File: src/rtl/sdp_pkg.sv
// Shared widths, codes, reset values and inter-module types of the step/dir generator
package sdp_pkg;

    localparam int OP_W        = 3;
    localparam int VALUE_W     = 32;
    localparam int POS_W       = 32;
    localparam int SPEED_W     = 20;
    localparam int INTERVAL_W  = 20;
    localparam int MIN_INT_W   = 16;
    localparam int CFG_IDX_W   = 2;
    localparam int CFG_DATA_W  = 20;

    localparam int TICKS_PER_SECOND_DEFAULT = 1000000;

    localparam logic [SPEED_W-1:0]   MAX_SPEED_RESET    = 20'd1000;
    localparam logic [MIN_INT_W-1:0] MIN_INTERVAL_RESET = 16'd50;

    localparam logic [CFG_IDX_W-1:0] CFG_MAX_SPEED     = 2'd0;
    localparam logic [CFG_IDX_W-1:0] CFG_MIN_INTERVAL  = 2'd1;
    localparam logic [CFG_IDX_W-1:0] CFG_INVERT_DIR    = 2'd2;
    localparam logic [CFG_IDX_W-1:0] CFG_INVERT_ENABLE = 2'd3;

    typedef enum logic [OP_W-1:0] {
        OP_TICK      = 3'd0,
        OP_SET_SPEED = 3'd1,
        OP_MOVE_BY   = 3'd2,
        OP_MOVE_TO   = 3'd3,
        OP_STOP      = 3'd4,
        OP_SET_POS   = 3'd5,
        OP_ENABLE    = 3'd6,
        OP_DISABLE   = 3'd7
    } op_t;

    typedef struct packed {
        logic               start;
        logic [SPEED_W-1:0] divisor;
    } div_req_t;

    typedef struct packed {
        logic                  done;
        logic [INTERVAL_W-1:0] quot;
    } div_rsp_t;

endpackage

File: src/rtl/sdp_if.sv
// Command and result channel interfaces of the step/dir generator
interface sdp_cmd_if import sdp_pkg::*; ();
    logic                      valid;
    logic                      ready;
    logic [OP_W-1:0]           operation;
    logic signed [VALUE_W-1:0] value;

    modport source (output valid, operation, value, input ready);
    modport sink   (input valid, operation, value, output ready);
endinterface

interface sdp_res_if import sdp_pkg::*; ();
    logic                    valid;
    logic                    ready;
    logic                    step_pulse;
    logic                    dir_level;
    logic                    enable_level;
    logic signed [POS_W-1:0] position_now;
    logic                    busy_res;
    logic                    speed_limited;

    modport source (output valid, step_pulse, dir_level, enable_level, position_now,
                    busy_res, speed_limited, input ready);
    modport sink   (input valid, step_pulse, dir_level, enable_level, position_now,
                    busy_res, speed_limited, output ready);
endinterface

File: src/rtl/sdp_divider.sv
// Serial restoring divider: tick rate over speed magnitude, one quotient bit a cycle
module sdp_divider import sdp_pkg::*; #(
    parameter int TICKS_PER_SECOND = TICKS_PER_SECOND_DEFAULT
) (
    input  logic     clk,
    input  logic     rst_n,
    input  div_req_t req,
    output div_rsp_t rsp
);

    localparam int DIV_W = $clog2(TICKS_PER_SECOND + 1);
    localparam int CNT_W = $clog2(DIV_W + 1);
    localparam logic [DIV_W-1:0] DIVIDEND = DIV_W'(TICKS_PER_SECOND);

    logic               busy_reg,  busy_next;
    logic               done_reg,  done_next;
    logic [CNT_W-1:0]   cnt_reg,   cnt_next;
    logic [DIV_W-1:0]   quot_reg,  quot_next;
    logic [SPEED_W-1:0] rem_reg,   rem_next;
    logic [SPEED_W-1:0] div_reg,   div_next;
    logic [SPEED_W:0]   rem_shift;
    logic [SPEED_W:0]   rem_diff;

    always_comb
    begin
        busy_next = busy_reg;
        done_next = 1'b0;
        cnt_next  = cnt_reg;
        quot_next = quot_reg;
        rem_next  = rem_reg;
        div_next  = div_reg;
        rem_shift = {rem_reg, quot_reg[DIV_W-1]};
        rem_diff  = rem_shift - {1'b0, div_reg};
        if (req.start)
        begin
            busy_next = 1'b1;
            cnt_next  = CNT_W'(DIV_W);
            quot_next = DIVIDEND;
            rem_next  = '0;
            div_next  = req.divisor;
        end
        else if (busy_reg)
        begin
            if (!rem_diff[SPEED_W])
            begin
                rem_next  = rem_diff[SPEED_W-1:0];
                quot_next = {quot_reg[DIV_W-2:0], 1'b1};
            end
            else
            begin
                rem_next  = rem_shift[SPEED_W-1:0];
                quot_next = {quot_reg[DIV_W-2:0], 1'b0};
            end
            cnt_next = cnt_reg - CNT_W'(1);
            if (cnt_reg == CNT_W'(1))
            begin
                busy_next = 1'b0;
                done_next = 1'b1;
            end
        end
    end

    always_ff @(posedge clk or negedge rst_n)
    begin
        if (!rst_n)
        begin
            busy_reg <= 1'b0;
            done_reg <= 1'b0;
            cnt_reg  <= '0;
        end
        else
        begin
            busy_reg <= busy_next;
            done_reg <= done_next;
            cnt_reg  <= cnt_next;
        end
    end

    always_ff @(posedge clk)
    begin
        quot_reg <= quot_next;
        rem_reg  <= rem_next;
        div_reg  <= div_next;
    end

    assign rsp.done = done_reg;
    assign rsp.quot = INTERVAL_W'(quot_reg);

    a_done_pulse: assert property (@(posedge clk) disable iff (!rst_n)
        done_reg |=> !done_reg)
        else $error("divider done held for more than one cycle");

    a_start_busy: assert property (@(posedge clk) disable iff (!rst_n)
        req.start |=> busy_reg)
        else $error("divider did not start");

    a_quot_exact: assert property (@(posedge clk) disable iff (!rst_n)
        done_reg && (div_reg != '0) |->
            ((64'(quot_reg) * 64'(div_reg)) <= 64'(TICKS_PER_SECOND)) &&
            (((64'(quot_reg) + 64'd1) * 64'(div_reg)) > 64'(TICKS_PER_SECOND)))
        else $error("divider quotient is not the floor");

endmodule

File: src/rtl/step_dir_pulse_generator.sv
// Step/direction pulse generator top level: command sequencer, motion state, result register
//
//  channel  dir  handshake     payload
//  cmd      in   valid/ready   operation[2:0], value[31:0] signed
//  res      out  valid/ready   step_pulse, dir_level, enable_level, position_now[31:0],
//                              busy_res, speed_limited
//  cfg      in   cfg_we        cfg_index[1:0], cfg_data[19:0]
//
//  Every command but set speed has its result registered in the cycle after its transfer.
//  Set speed goes through the clamp state and, at nonzero speed, the divide state,
//  where it waits for the quotient of the serial divider.
//  Reset leaves the block idle, moving forward at zero speed and disabled.
//  The result register frees the command side as soon as its result is taken;
//  commands stall while a result waits and during the clamp and divide of a set speed.
module step_dir_pulse_generator import sdp_pkg::*; #(
    parameter int TICKS_PER_SECOND = TICKS_PER_SECOND_DEFAULT
) (
    input  logic                  clk,
    input  logic                  rst_n,
    input  logic                  cfg_we,
    input  logic [CFG_IDX_W-1:0]  cfg_index,
    input  logic [CFG_DATA_W-1:0] cfg_data,
    sdp_cmd_if.sink               cmd,
    sdp_res_if.source             res
);

    typedef enum logic [1:0] {
        ST_IDLE,
        ST_CLAMP,
        ST_DIV
    } state_t;

    state_t state_reg, state_next;

    logic [SPEED_W-1:0]    max_speed_reg;
    logic [MIN_INT_W-1:0]  min_interval_reg;
    logic                  invert_dir_reg;
    logic                  invert_enable_reg;

    logic [POS_W-1:0]      position_reg,   position_next;
    logic [POS_W-1:0]      target_reg,     target_next;
    logic [POS_W-1:0]      steps_left_reg, steps_left_next;
    logic                  forward_reg,    forward_next;
    logic                  moving_reg,     moving_next;
    logic                  enabled_reg,    enabled_next;
    logic                  timer_reg,      timer_next;
    logic [SPEED_W-1:0]    speed_mag_reg,  speed_mag_next;
    logic [INTERVAL_W-1:0] interval_reg,   interval_next;
    logic [INTERVAL_W-1:0] active_reg,     active_next;
    logic [INTERVAL_W-1:0] tick_count_reg, tick_count_next;
    logic                  neg_reg,        neg_next;
    logic [VALUE_W-1:0]    mag_reg,        mag_next;
    logic                  limited_reg,    limited_next;

    logic                  out_valid_reg,  out_valid_next;
    logic                  out_pulse_reg;
    logic                  out_dir_reg;
    logic                  out_enable_reg;
    logic [POS_W-1:0]      out_position_reg;
    logic                  out_busy_reg;
    logic                  out_limited_reg;

    logic                  cmd_xfer;
    logic                  load_out;
    logic                  pulse;
    op_t                   op;
    logic [VALUE_W-1:0]    val;
    logic [POS_W-1:0]      base;
    logic [POS_W-1:0]      diff_pos;
    logic [POS_W-1:0]      diff_neg;
    logic [INTERVAL_W-1:0] tick_inc;
    logic [INTERVAL_W-1:0] reload;
    logic [SPEED_W-1:0]    clamp;
    logic [INTERVAL_W-1:0] quot_lim;
    div_req_t              div_req;
    div_rsp_t              div_rsp;

    sdp_divider #(
        .TICKS_PER_SECOND(TICKS_PER_SECOND)
    ) u_divider (
        .clk   (clk),
        .rst_n (rst_n),
        .req   (div_req),
        .rsp   (div_rsp)
    );

    assign cmd.ready = (state_reg == ST_IDLE) && (!out_valid_reg || res.ready);
    assign cmd_xfer  = cmd.valid && cmd.ready;
    assign op        = op_t'(cmd.operation);
    assign val       = cmd.value;

    assign base     = (op == OP_MOVE_TO) ? position_reg : '0;
    assign diff_pos = val - base;
    assign diff_neg = base - val;
    assign tick_inc = tick_count_reg + INTERVAL_W'(1);
    assign reload   = (active_reg != '0) ? active_reg : INTERVAL_W'(1);
    assign quot_lim = (div_rsp.quot < INTERVAL_W'(min_interval_reg)) ?
                      INTERVAL_W'(min_interval_reg) : div_rsp.quot;

    always_comb
    begin
        state_next      = state_reg;
        position_next   = position_reg;
        target_next     = target_reg;
        steps_left_next = steps_left_reg;
        forward_next    = forward_reg;
        moving_next     = moving_reg;
        enabled_next    = enabled_reg;
        timer_next      = timer_reg;
        speed_mag_next  = speed_mag_reg;
        interval_next   = interval_reg;
        active_next     = active_reg;
        tick_count_next = tick_count_reg;
        neg_next        = neg_reg;
        mag_next        = mag_reg;
        limited_next    = limited_reg;
        load_out        = 1'b0;
        pulse           = 1'b0;
        clamp           = '0;
        div_req.start   = 1'b0;
        div_req.divisor = speed_mag_reg;

        case (state_reg)
            ST_IDLE:
            begin
                if (cmd_xfer)
                begin
                    load_out     = 1'b1;
                    limited_next = 1'b0;
                    case (op)
                        OP_TICK:
                        begin
                            if (timer_reg)
                            begin
                                if (tick_inc >= reload)
                                begin
                                    tick_count_next = '0;
                                    if (!moving_reg || steps_left_reg == '0)
                                    begin
                                        timer_next  = 1'b0;
                                        moving_next = 1'b0;
                                    end
                                    else
                                    begin
                                        pulse           = 1'b1;
                                        steps_left_next = steps_left_reg - POS_W'(1);
                                        position_next   = position_reg +
                                                          (forward_reg ? POS_W'(1) : '1);
                                        if (steps_left_reg == POS_W'(1))
                                        begin
                                            timer_next  = 1'b0;
                                            moving_next = 1'b0;
                                        end
                                    end
                                end
                                else
                                begin
                                    tick_count_next = tick_inc;
                                end
                            end
                        end
                        OP_SET_SPEED:
                        begin
                            load_out   = 1'b0;
                            neg_next   = val[VALUE_W-1];
                            mag_next   = val[VALUE_W-1] ? (VALUE_W'(0) - val) : val;
                            state_next = ST_CLAMP;
                        end
                        OP_MOVE_BY, OP_MOVE_TO:
                        begin
                            if (diff_pos != '0)
                            begin
                                if (op == OP_MOVE_TO)
                                begin
                                    target_next = val;
                                end
                                forward_next    = !diff_pos[POS_W-1];
                                steps_left_next = diff_pos[POS_W-1] ? diff_neg : diff_pos;
                                moving_next     = 1'b1;
                                tick_count_next = '0;
                                active_next     = (speed_mag_reg != '0) ? interval_reg :
                                                  INTERVAL_W'(min_interval_reg);
                                timer_next      = 1'b1;
                            end
                        end
                        OP_STOP:
                        begin
                            timer_next      = 1'b0;
                            moving_next     = 1'b0;
                            steps_left_next = '0;
                        end
                        OP_SET_POS:
                        begin
                            position_next = val;
                            target_next   = val;
                        end
                        OP_ENABLE:
                        begin
                            enabled_next = 1'b1;
                        end
                        OP_DISABLE:
                        begin
                            timer_next      = 1'b0;
                            moving_next     = 1'b0;
                            steps_left_next = '0;
                            enabled_next    = 1'b0;
                        end
                        default:
                        begin
                            load_out = 1'b1;
                        end
                    endcase
                end
            end
            ST_CLAMP:
            begin
                if (mag_reg > VALUE_W'(max_speed_reg))
                begin
                    clamp        = max_speed_reg;
                    limited_next = 1'b1;
                end
                else
                begin
                    clamp        = mag_reg[SPEED_W-1:0];
                    limited_next = 1'b0;
                end
                forward_next   = !(neg_reg && clamp != '0);
                speed_mag_next = clamp;
                if (clamp == '0)
                begin
                    interval_next = '1;
                    load_out      = 1'b1;
                    state_next    = ST_IDLE;
                end
                else
                begin
                    div_req.start   = 1'b1;
                    div_req.divisor = clamp;
                    state_next      = ST_DIV;
                end
            end
            ST_DIV:
            begin
                if (div_rsp.done)
                begin
                    interval_next = quot_lim;
                    if (moving_reg && !timer_reg)
                    begin
                        tick_count_next = '0;
                        active_next     = quot_lim;
                        timer_next      = 1'b1;
                    end
                    load_out   = 1'b1;
                    state_next = ST_IDLE;
                end
            end
            default:
            begin
                state_next = ST_IDLE;
            end
        endcase

        out_valid_next = load_out ? 1'b1 : (res.ready ? 1'b0 : out_valid_reg);
    end

    always_ff @(posedge clk or negedge rst_n)
    begin
        if (!rst_n)
        begin
            state_reg         <= ST_IDLE;
            max_speed_reg     <= MAX_SPEED_RESET;
            min_interval_reg  <= MIN_INTERVAL_RESET;
            invert_dir_reg    <= 1'b0;
            invert_enable_reg <= 1'b0;
            position_reg      <= '0;
            target_reg        <= '0;
            steps_left_reg    <= '0;
            forward_reg       <= 1'b1;
            moving_reg        <= 1'b0;
            enabled_reg       <= 1'b0;
            timer_reg         <= 1'b0;
            speed_mag_reg     <= '0;
            interval_reg      <= '0;
            active_reg        <= '0;
            tick_count_reg    <= '0;
            neg_reg           <= 1'b0;
            mag_reg           <= '0;
            limited_reg       <= 1'b0;
            out_valid_reg     <= 1'b0;
            out_pulse_reg     <= 1'b0;
            out_dir_reg       <= 1'b0;
            out_enable_reg    <= 1'b0;
            out_position_reg  <= '0;
            out_busy_reg      <= 1'b0;
            out_limited_reg   <= 1'b0;
        end
        else
        begin
            state_reg      <= state_next;
            position_reg   <= position_next;
            target_reg     <= target_next;
            steps_left_reg <= steps_left_next;
            forward_reg    <= forward_next;
            moving_reg     <= moving_next;
            enabled_reg    <= enabled_next;
            timer_reg      <= timer_next;
            speed_mag_reg  <= speed_mag_next;
            interval_reg   <= interval_next;
            active_reg     <= active_next;
            tick_count_reg <= tick_count_next;
            neg_reg        <= neg_next;
            mag_reg        <= mag_next;
            limited_reg    <= limited_next;
            out_valid_reg  <= out_valid_next;
            if (cfg_we)
            begin
                case (cfg_index)
                    CFG_MAX_SPEED:     max_speed_reg     <= cfg_data[SPEED_W-1:0];
                    CFG_MIN_INTERVAL:  min_interval_reg  <= cfg_data[MIN_INT_W-1:0];
                    CFG_INVERT_DIR:    invert_dir_reg    <= cfg_data[0];
                    CFG_INVERT_ENABLE: invert_enable_reg <= cfg_data[0];
                    default:           max_speed_reg     <= max_speed_reg;
                endcase
            end
            if (load_out)
            begin
                out_pulse_reg    <= pulse;
                out_dir_reg      <= forward_next ^ invert_dir_reg;
                out_enable_reg   <= !enabled_next ^ invert_enable_reg;
                out_position_reg <= position_next;
                out_busy_reg     <= moving_next;
                out_limited_reg  <= limited_next;
            end
        end
    end

    assign res.valid         = out_valid_reg;
    assign res.step_pulse    = out_pulse_reg;
    assign res.dir_level     = out_dir_reg;
    assign res.enable_level  = out_enable_reg;
    assign res.position_now  = out_position_reg;
    assign res.busy_res      = out_busy_reg;
    assign res.speed_limited = out_limited_reg;

    a_timer_moving: assert property (@(posedge clk) disable iff (!rst_n)
        timer_reg |-> moving_reg)
        else $error("step timer running without a move");

    a_moving_steps: assert property (@(posedge clk) disable iff (!rst_n)
        moving_reg |-> (steps_left_reg != '0))
        else $error("move in progress with no steps left");

    a_div_done_state: assert property (@(posedge clk) disable iff (!rst_n)
        div_rsp.done |-> (state_reg == ST_DIV))
        else $error("quotient arrived outside the divide phase");

endmodule
File: src/flat_wrapper.sv
// flat-port wrapper written by rule: the top's interface ports become plain ports
module step_dir_pulse_generator_flat import sdp_pkg::*;
#(
    parameter int TICKS_PER_SECOND = TICKS_PER_SECOND_DEFAULT
)
  (clk, rst_n, cfg_we, cfg_index, cfg_data, cmd_valid, cmd_operation, cmd_value, cmd_ready, res_valid, res_step_pulse, res_dir_level, res_enable_level, res_position_now, res_busy_res, res_speed_limited, res_ready);
  sdp_cmd_if cmd_i ();
  sdp_res_if res_i ();
  input  logic clk;
  input  logic rst_n;
  input  logic cfg_we;
  input  logic [CFG_IDX_W-1:0] cfg_index;
  input  logic [CFG_DATA_W-1:0] cfg_data;
  input wire logic [$bits(cmd_i.valid)-1:0] cmd_valid;
  input wire logic [$bits(cmd_i.operation)-1:0] cmd_operation;
  input wire logic [$bits(cmd_i.value)-1:0] cmd_value;
  output wire logic [$bits(cmd_i.ready)-1:0] cmd_ready;
  output wire logic [$bits(res_i.valid)-1:0] res_valid;
  output wire logic [$bits(res_i.step_pulse)-1:0] res_step_pulse;
  output wire logic [$bits(res_i.dir_level)-1:0] res_dir_level;
  output wire logic [$bits(res_i.enable_level)-1:0] res_enable_level;
  output wire logic [$bits(res_i.position_now)-1:0] res_position_now;
  output wire logic [$bits(res_i.busy_res)-1:0] res_busy_res;
  output wire logic [$bits(res_i.speed_limited)-1:0] res_speed_limited;
  input wire logic [$bits(res_i.ready)-1:0] res_ready;
  assign cmd_i.valid = cmd_valid;
  assign cmd_i.operation = cmd_operation;
  assign cmd_i.value = cmd_value;
  assign cmd_ready = cmd_i.ready;
  assign res_valid = res_i.valid;
  assign res_step_pulse = res_i.step_pulse;
  assign res_dir_level = res_i.dir_level;
  assign res_enable_level = res_i.enable_level;
  assign res_position_now = res_i.position_now;
  assign res_busy_res = res_i.busy_res;
  assign res_speed_limited = res_i.speed_limited;
  assign res_i.ready = res_ready;
  step_dir_pulse_generator #(.TICKS_PER_SECOND(TICKS_PER_SECOND)) u_core (.clk(clk), .rst_n(rst_n), .cfg_we(cfg_we), .cfg_index(cfg_index), .cfg_data(cfg_data), .cmd(cmd_i), .res(res_i));
endmodule
File: config.mk
export PLATFORM = sky130hd
export DESIGN_NAME = step_dir_pulse_generator_flat
export DESIGN_NICKNAME = d
export VERILOG_FILES = /design/src/rtl/sdp_pkg.sv /design/src/rtl/sdp_if.sv /design/src/rtl/sdp_divider.sv /design/src/rtl/step_dir_pulse_generator.sv /design/src/flat_wrapper.sv
export SDC_FILE = /design/constraint.sdc
export NUM_CORES = 1
export LEC_CHECK = 0
export ABC_AREA = 1
export BUFFER_PORTS_ARGS = -buffer_cell sky130_fd_sc_hd__buf_2
export CAP_MARGIN = 20
export CORE_ASPECT_RATIO = 2
export CORE_MARGIN = 1
export CORE_UTILIZATION = 45
export DETAILED_ROUTE_END_ITERATION = 16
export GPL_TIMING_DRIVEN = 0
export PLACE_DENSITY = 0.57
export SLEW_MARGIN = 10
export SYNTH_ARGS = -nofsm -noshare
export SYNTH_HDL_FRONTEND = slang
export SYNTH_SLANG_ARGS = --single-unit
File: constraint.sdc
create_clock -name clk -period 5.7 [get_ports clk]
set_clock_uncertainty 0.2 [all_clocks]
set_input_delay 1.71 -clock clk [delete_from_list [all_inputs] [get_ports clk]]
set_output_delay 1.71 -clock clk [all_outputs]
set_load 0.1 [all_outputs]
==> results.json, run 1 <==
{
  "critPathLaunch": "cmd_operation[1]",
  "multiInputGateArea_um2": 14470,
  "ir_drop_v": 0.0004854,
  "num_vias": 24270,
  "p_sw_share_pct": 50.74,
  "fillCellCount": 5460,
  "worst_setup_path_start_kind": "input pin",
  "first_iter_violations": 1435,
  "syn-cell-area_um2": 24460,
  "first_pass_iters": 8,
  "cp_max_fo": 10,
  "synth_cell_types": 59,
  "grt_first_pass_wirelength_mm": 141.2,
  "wl_met3_mm": 3.724,
  "crit_type": "in2reg",
  "syn_nets": 3742,
  "holdWs_ns": 0.2704,
  "power.density_nw_per_um2": 516.8,
  "syn_area_per_cell_um2": 7.001,
  "min_path_type": "reg2reg",
  "clockBufferDepth": 3,
  "fin_setup_tns_ns": 0,
  "synth_top_area_share_pct": 26.29,
  "highest_layer": "met5",
  "synth_enable_flop_cells": 20,
  "slew_viol_final": 0,
  "p_total_uw": 14280,
  "reg2regPathDepth": 28,
  "drt-met1-wl_mm": 29.91,
  "boundaryPins": 101,
  "seq_area_frac_synth_pct": 33.09,
  "synthArstFlopShare_pct": 81.65,
  "die_width_um": 166.9,
  "nets": 3885,
  "synth-main-ff-cell": "dfrtp_1",
  "place_congestion": 0.9985,
  "die_area_um2": 55350,
  "final_common_cell": "nand2_1",
  "synth_top_cell_by_area": "dfrtp_1",
  "p_int_uw": 7036,
  "slowest_stage": "ha_1",
  "drc_errors": 0,
  "postRouteAntennaNets": 0,
  "cts_sinks": 327,
  "die_h_um": 331.7,
  "status": "finished, final reports clean",
  "hold_viol": 0,
  "leakagePower_uw": 0.01347,
  "cts_tree": "done",
  "tightest_slew_ns": 1.031,
  "numCtsBuffers": 35,
  "clock_latency_ns": 0.55,
  "clockPowerShare_pct": 17.0,
  "grt_pass1_vias": 25120,
  "setup_violations": 0,
  "initial_core_util_pct": 45.63,
  "cp.required_ns": 5.93,
  "port_buffers": 99,
  "routed_wl_mm": 93.13,
  "drive_above_1_share_pct": 9.307,
  "clkSlewWorstSetupHoldPaths_ns": 0.07,
  "rrSetupSlack_ns": 0.42,
  "layout_common_cells": "864 x nand2_1, 496 x inv_1, 259 x a21oi_1, 258 x o21ai_0, 257 x dfrtp_1",
  "regArea_um2": 8095,
  "r2r_start": "u_core.tick_count_reg[0]",
  "cp.arrival_ns": 5.64,
  "endpoint": "u_core.active_reg[10]",
  "num_rows": 120,
  "ys_ff_latch": 327,
  "combPwrFrac_pct": 55.1,
  "antenna_found_initial": 10,
  "slew_headroom_pct": 31.02,
  "yosysWarnings": 0,
  "area_growth_pct": 13.00,
  "wl_met2_mm": 49.65,
  "maxCapViolCount": 0,
  "switching_power_uw": 7247,
  "dp_hpwl_mm": 76.97,
  "r2r_end": "u_core.res.position_now[26]",
  "cts_root_buffer": "clkbuf_16",
  "core_area_um2": 53600,
  "grtUsageTotal_pct": 33.74,
  "wl_per_cell_um": 21.45,
  "max_freq_mhz": 184.7,
  "synthTopCellsByArea": "dfrtp_1 26%, nand2_1 13%, ha_1 9.3%",
  "syn-instance-count": 3494,
  "end_kind": "register",
  "finalCritPeriodShare_pct": 94.99,
  "p_seq_share_pct": 27.9,
  "period_needed_ns": 5.414,
  "max_stage_delay_ns": 0.23,
  "via_per_inst": 5.590,
  "cpMostUsedCell": "nand2_1",
  "htree_levels": 2,
  "overflow": 0,
  "grt_max_degree": 104
}
## cells by family after synthesis
| group | count (synthesis) | share of synthesized area [%] |
|---|---|---|
| AOI/OAI and AO/OA | 783 | 18.31 |
| xor gates and xnor gates | 139 | 4.977 |
| adders and majority gates | 186 | 9.637 |
| buffers and inverters | 617 | 9.744 |
| DFF | 327 | 33.09 |
| and+or+nand+nor | 1442 | 24.24 |
## worst max-delay path: cells and delay by family
kind	cells	cell delay (ns)
AOI/OAI and AO/OA	1	0.10
xor gates and xnor gates	1	0.23
adders and majority gates	1	0.23
buffers and inverters	9	1.22
and+or+nand+nor	18	2.14
## cell type report
type / count / area share (%)
multi-input cells: 2550 / 52.35
flip-flops and latches: 327 / 29.29
inverters: 509 / 6.912
clock buffers: 45 / 3.563
well taps: 671 / 3.037
repair buffers: 106 / 2.227
plain buffers: 108 / 1.815
clock inverters: 19 / 0.7560
diodes: 6 / 0.05432
## metrics by stage
stage,util (%),instance area [um2],instances,setup slack (ns)
5_1_grt,51.55,27630,4337,-0.02467
3_5_place_dp,48.30,25890,4267,-1.488
3_3_place_gp,48.13,25800,4264,-2.314
2_1_floorplan,-,24460,3494,0.5103
4_1_cts,50.93,27300,4333,0.005909
6_report,51.57,27640,4341,0.2855
## what timing repair did
action                     in CTS  in global routing
setup endpoints to repair      78                122
gates cloned                    0                  0
hold buffers                    0                  0
pin swaps                       3                  1
gates resized for setup        63                 95
setup buffers                   2                  1
## power groups by stage
stage	combinational, uW	sequential (uW)	clock [uW]
2_1_floorplan	4810	4570	0
3_3_place_gp	7560	3980	0
3_5_place_dp	7690	4010	0
4_1_cts	7780	3970	2480
5_1_grt	8700	4070	2550
6_report	7870	3980	2430
## synth_stat cells, types with 10 or more instances
| cell | instances |
|---|---|
| dfxtp_1 | 40 |
| nand4_1 | 43 |
| nand2_1 | 877 |
| a31oi_1 | 38 |
| dfstp_2 | 10 |
| nand3_1 | 131 |
| o221ai_1 | 14 |
| inv_1 | 498 |
| xnor2_1 | 32 |
| edfxtp_1 | 20 |
| o21bai_1 | 13 |
| clkbuf_1 | 78 |
| o22ai_1 | 46 |
| nor4_1 | 21 |
| o21ai_1 | 20 |
| o211ai_1 | 64 |
| dfrtp_1 | 257 |
| nor2_1 | 306 |
| o21ai_0 | 258 |
| nor3_1 | 33 |
| ha_1 | 182 |
| a21oi_1 | 263 |
| xor2_1 | 107 |
| buf_2 | 15 |
## routing by layer
metal / vias to the layer above / global-route usage, %
met5: - / 0
met1: 11410 / 30.39
met4: 6 / 30.56
met3: 336 / 3.968
met2: 740 / 64.73
li1: 11780 / -
## worst min-delay path by stage
stage                     depth (start not counted)  slack [ns]                           to                        start
after floorplan                                   2        0.25       u_core.interval_reg[0]       u_core.interval_reg[0]
after global placement                            2        0.25  u_core.res.position_now[28]  u_core.res.position_now[28]
after detailed placement                          2        0.26   u_core.res.position_now[8]   u_core.res.position_now[8]
after CTS                                         2        0.27   u_core.res.position_now[8]   u_core.res.position_now[8]
after global routing                              2        0.29  u_core.res.position_now[30]  u_core.res.position_now[30]
final                                             2        0.27   u_core.res.position_now[8]   u_core.res.position_now[8]
Power figures use the tool's default switching activity.
==> run 2: changes to the inputs <==
--- a/config.mk
+++ b/config.mk
@@ -11,6 +11,7 @@
 export CORE_ASPECT_RATIO = 2
 export CORE_MARGIN = 1
 export CORE_UTILIZATION = 45
+export CTS_CLUSTER_SIZE = 25
 export DETAILED_ROUTE_END_ITERATION = 16
 export GPL_TIMING_DRIVEN = 0
 export PLACE_DENSITY = 0.57
==> constraint.sdc (replaced) <==
create_clock -name clk -period 6.9 [get_ports clk]
set_clock_uncertainty 0.2 [all_clocks]
set_input_delay 2.07 -clock clk [delete_from_list [all_inputs] [get_ports clk]]
set_output_delay 2.07 -clock clk [all_outputs]
set_load 0.1 [all_outputs]
==> run 2 against run 1 <==
Worst setup slack better by 0.20 ns. Flip-flop and latch count unchanged. Power shrank 18%. Design area decreased by 1.5%. First-iteration DRC count grew 15%. Critical endpoint is now u_core.steps_left_reg[10].
==> results.json, run 2 (synthesized netlist as in run 1, its figures left out) <==
{
  "status": "finished, final reports clean",
  "layout_common_cells": "875 x nand2_1, 498 x inv_1, 279 x nor2_1, 263 x a21oi_1, 258 x o21ai_0",
  "num_vias": 24280,
  "place_congestion": 0.9985,
  "numCtsBuffers": 35,
  "min_path_type": "reg2reg",
  "drive_above_1_share_pct": 7.457,
  "cp_max_fo": 10,
  "p_total_uw": 11720,
  "fillCellCount": 5489,
  "nets": 3882,
  "first_pass_iters": 6,
  "grt_max_degree": 104,
  "area_growth_pct": 11.29,
  "grtUsageTotal_pct": 33.66,
  "routed_wl_mm": 92.96,
  "slowest_stage": "nor2_1",
  "core_area_um2": 53600,
  "grt_pass1_vias": 25060,
  "slew_headroom_pct": 29.73,
  "cts_setup_buffers": 0,
  "tightest_slew_ns": 1.050,
  "cp_top_family": "simple AND/OR/NAND/NOR gates",
  "via_per_inst": 5.598,
  "regArea_um2": 8095,
  "wl_per_cell_um": 21.43,
  "cts_root_buffer": "clkbuf_16",
  "cp.arrival_ns": 6.62,
  "clockBufferDepth": 3,
  "slew_viol_final": 0,
  "clock_latency_ns": 0.55,
  "setup_violations": 0,
  "antenna_found_initial": 10,
  "grt_first_pass_wirelength_mm": 140.8,
  "first_iter_violations": 1652,
  "cp.buffers_inverters": 9,
  "end_kind": "register",
  "cts_sinks": 327,
  "ir_drop_v": 0.0003995,
  "overflow": 0,
  "rsz0062_at_grt": "no",
  "htree_levels": 2,
  "postRouteAntennaNets": 0,
  "cp.required_ns": 7.10,
  "drc_errors": 0,
  "die_width_um": 166.9,
  "cts_tree": "done",
  "initial_core_util_pct": 45.63,
  "port_buffers": 99,
  "finalCritPeriodShare_pct": 93.00,
  "max_stage_delay_ns": 0.35,
  "final_common_cell": "nand2_1",
  "die_area_um2": 55350,
  "worst_setup_path_start_kind": "input pin",
  "period_needed_ns": 6.417,
  "power.density_nw_per_um2": 430.5,
  "num_rows": 120,
  "boundaryPins": 101,
  "crit_type": "in2reg",
  "dp_hpwl_mm": 76.97,
  "hold_viol": 0,
  "clkSlewWorstSetupHoldPaths_ns": 0.06,
  "multiInputGateArea_um2": 14100,
  "maxCapViolCount": 0,
  "leakagePower_uw": 0.01338,
  "max_freq_mhz": 155.8,
  "fin_setup_tns_ns": 0,
  "die_h_um": 331.7
}
## run 2: cell types whose count changed in the layout (fill, tap and decap cells not counted), sizes merged
cell | previous run | this run
clkbuf | 124 | 127
inv | 508 | 507
clkinv | 15 | 16
diode | 6 | 5
buf | 135 | 129
## run 2: final timing paths
| check | slack, ns | from | cells past startpoint | endpoint |
|---|---|---|---|---|
| setup reg to reg | 1.08 | u_core.tick_count_reg[0] | 28 | u_core.res.position_now[24] |
| setup / recovery | 0.48 | cmd_operation[2] | 29 | u_core.steps_left_reg[10] |
| max in group asynchronous | 3.79 | rst_n | 3 | u_core.speed_mag_reg[15] |
| hold reg to reg | 0.27 | u_core.res.position_now[8] | 2 | u_core.res.position_now[8] |
| min in group asynchronous | 1.34 | rst_n | 1 | u_core.tick_count_reg[10] |
| hold / removal | 0.27 | u_core.res.position_now[8] | 2 | u_core.res.position_now[8] |
## run 2: layout make-up
type / count / area share [%]
diodes: 5 / 0.04596
plain buffers: 108 / 1.756
well taps: 671 / 3.084
clock buffers: 45 / 3.617
clock inverters: 19 / 0.7676
inverters: 509 / 7.018
repair buffers: 103 / 2.179
multi-input cells: 2550 / 51.79
flip-flops and latches: 327 / 29.74
## run 2: metal layers
metal / share of wire (%) / GRT usage, % / vias up
li1: - / - / 11760
met1: 32 / 30.30 / 11420
met2: 53 / 64.62 / 757
met3: 3.9 / 3.873 / 336
met4: 10 / 30.59 / 8
met5: 0.051 / 0 / -
## run 2: repair_timing
| action | in CTS | in global routing |
|---|---|---|
| setup endpoints to repair | 36 | 72 |
| gates resized for setup | 2 | 44 |
| hold buffers | 0 | 0 |
| cloned | 0 | 0 |
## run 2: tightest hold or removal path: cells and delay by family (launching register included)
kind             cells  cell delay [ns]
DFF                  1             0.34
and+or+nand+nor      2             0.11
## run 2: power breakdown
part / internal (uW) / leakage [uW] / total (uW) / switching (uW)
clock: 1140 / 0.000587 / 2000 / 866
combinational: 1970 / 0.00896 / 6420 / 4450
sequential: 2670 / 0.00384 / 3290 / 622
total: 5780 / 0.0134 / 11700 / 5940
## run 2: metrics by stage
stage / setup slack, ns / utilization (%) / hold WS [ns] / instances / area (um2)
floorplan: 1.238 / - / 0.2493 / 3494 / 24460
global placement: -1.474 / 48.13 / 0.2500 / 4264 / 25800
detailed placement: -0.6477 / 48.30 / 0.2560 / 4267 / 25890
CTS: 0.06851 / 50.54 / 0.2712 / 4331 / 27090
global route: 0.05633 / 50.77 / 0.2903 / 4334 / 27210
finish: 0.4831 / 50.79 / 0.2686 / 4337 / 27220
==> run 3: changes to the inputs <==
--- a/config.mk
+++ b/config.mk
@@ -6,7 +6,7 @@
 export NUM_CORES = 1
 export LEC_CHECK = 0
 export ABC_AREA = 1
-export BUFFER_PORTS_ARGS = -buffer_cell sky130_fd_sc_hd__buf_2
+export BUFFER_PORTS_ARGS = -buffer_cell sky130_fd_sc_hd__clkbuf_2
 export CAP_MARGIN = 20
 export CORE_ASPECT_RATIO = 2
 export CORE_MARGIN = 1
==> run 3 against run 2 <==
Cell count hardly changed. Power hardly changed. Sequential power about the same. Clock power is essentially flat. Core utilization down 0.096 points. Hold slack improved by 0.0051 ns. Largest cell class unchanged. Critical endpoint is now u_core.steps_left_reg[26]. Combinational power barely moved. Design area shrank 0.19%. Critical path depth fell by 3.
==> results.json, run 3 (synthesized netlist as in run 1, its figures left out) <==
{
  "numCtsBuffers": 35,
  "holdWs_ns": 0.2737,
  "period_needed_ns": 6.479,
  "fillCellCount": 5568,
  "tightest_slew_ns": 1.181,
  "layout_common_cells": "876 x nand2_1, 498 x inv_1, 285 x nor2_1, 263 x a21oi_1, 258 x o21ai_0",
  "place_congestion": 1.005,
  "end_kind": "register",
  "cp.required_ns": 7.12,
  "area_growth_pct": 11.08,
  "overflow": 0,
  "grt_max_degree": 101,
  "worst_setup_path_start_kind": "input pin",
  "drc_errors": 0,
  "num_rows": 120,
  "htree_levels": 2,
  "pre_cts_slack_ns": -0.6486,
  "first_pass_iters": 8,
  "max_stage_delay_ns": 0.50,
  "cp_top_family": "simple AND/OR/NAND/NOR gates",
  "slew_viol_final": 0,
  "rsz0062_at_grt": "no",
  "dp_cells": 4267,
  "grtUsageTotal_pct": 33.63,
  "finalWorstSetupSlack_ns": 0.4213,
  "cp.buffers_inverters": 8,
  "cts_root_buffer": "clkbuf_16",
  "hold_viol": 0,
  "final_common_cell": "nand2_1",
  "cp.arrival_ns": 6.70,
  "first_iter_violations": 1410,
  "status": "finished, final reports clean",
  "regArea_um2": 8095,
  "initial_core_util_pct": 45.63,
  "clock_latency_ns": 0.58,
  "slowest_stage": "fa_1",
  "power.density_nw_per_um2": 431.6,
  "rrSetupSlack_ns": 1.13,
  "dp_hpwl_mm": 77.03,
  "clockBufferDepth": 3,
  "cts_tree": "done",
  "antenna_found_initial": 5,
  "postRouteAntennaNets": 0,
  "grt_first_pass_wirelength_mm": 140.2,
  "finalCritPeriodShare_pct": 93.89,
  "max_freq_mhz": 154.4,
  "die_area_um2": 55350,
  "nets": 3881,
  "cp_max_fo": 10,
  "num_vias": 24160,
  "via_per_inst": 5.573,
  "drive_above_1_share_pct": 6.995,
  "boundaryPins": 101,
  "maxCapViolCount": 0,
  "leakagePower_uw": 0.01337,
  "clkSlewWorstSetupHoldPaths_ns": 0.06,
  "grt_pass1_vias": 24630,
  "cpMostUsedCell": "nor2_1",
  "hold_buffers": 0,
  "crit_type": "in2reg",
  "ir_drop_v": 0.0004313,
  "multiInputGateArea_um2": 14060,
  "min_path_type": "reg2reg",
  "core_area_um2": 53600,
  "die_width_um": 166.9,
  "die_h_um": 331.7,
  "cts_setup_buffers": 0,
  "routed_wl_mm": 92.91,
  "layoutNonFillerInstCount": 4335,
  "setup_violations": 0,
  "wl_per_cell_um": 21.43,
  "cts_sinks": 327,
  "port_buffers": 99,
  "slew_headroom_pct": 20.97
}
-- run 3: cell count changes in the layout (fill, tap and decap cells not counted), sizes merged --
cell and change:
clkbuf +102, clkinv -4, buf -99, diode -1
-- run 3: through the flow --
step           total power, uW  utilization [%]  instance area (um2)  TNS, ns
2_1_floorplan             7749                -                24460        0
3_3_place_gp              9530            48.13                25800  -584.60
3_5_place_dp              9662            48.30                25890   -37.63
4_1_cts                  11720            50.53                27080        0
5_1_grt                  12600            50.68                27160        0
6_report                 11730            50.69                27170        0
-- run 3: layer usage --
layer,part of all wire [%],vias up,track usage (%)
li1,-,11770,-
met1,33,11320,30.35
met2,53,729,64.48
met3,3.4,336,3.599
met4,10,4,30.97
met5,0.036,-,0
-- run 3: power breakdown --
part | switching (uW) | leakage (uW) | internal [uW]
logic | 4470 | 0.00896 | 1970
clock network | 869 | 0.000578 | 1130
registers | 614 | 0.00384 | 2670
-- run 3: worst paths after layout --
kind | from | endpoint | cells after the start
max | cmd_operation[2] | u_core.steps_left_reg[26] | 26
min | u_core.res.position_now[8] | u_core.res.position_now[8] | 2
max reg2reg | u_core.tick_count_reg[0] | u_core.steps_left_reg[26] | 31
min reg2reg | u_core.res.position_now[8] | u_core.res.position_now[8] | 2
max in group asynchronous | rst_n | u_core.position_reg[20] | 3
min in group asynchronous | rst_n | u_core.tick_count_reg[3] | 1
-- run 3: cell type report --
type	instances	share of cell area [%]
Timing Repair Buffer	102	2.160
Inverter	509	7.032
Buffer	108	1.754
Clock buffer	49	3.638
Sequential cell	327	29.79
Multi-Input combinational cell	2550	51.75
Tap cell	671	3.090
Antenna cell	4	0.03684
Clock inverter	15	0.7414
-- run 3: timing repair --
item / CTS / global route
hold endpoints to repair: 0 / 0
setup endpoints to repair: 26 / 72
gates resized for setup: 2 / 31
-- run 3: worst register-to-register path, delay by kind of cell (launching register included) --
family          cells  cell delay [ns]
compound gates      1             0.17
fa+ha+maj           2             0.49
buf+inv             7             1.04
flops               1             0.43
xor+xnor            1             0.18
simple gates       20             3.17
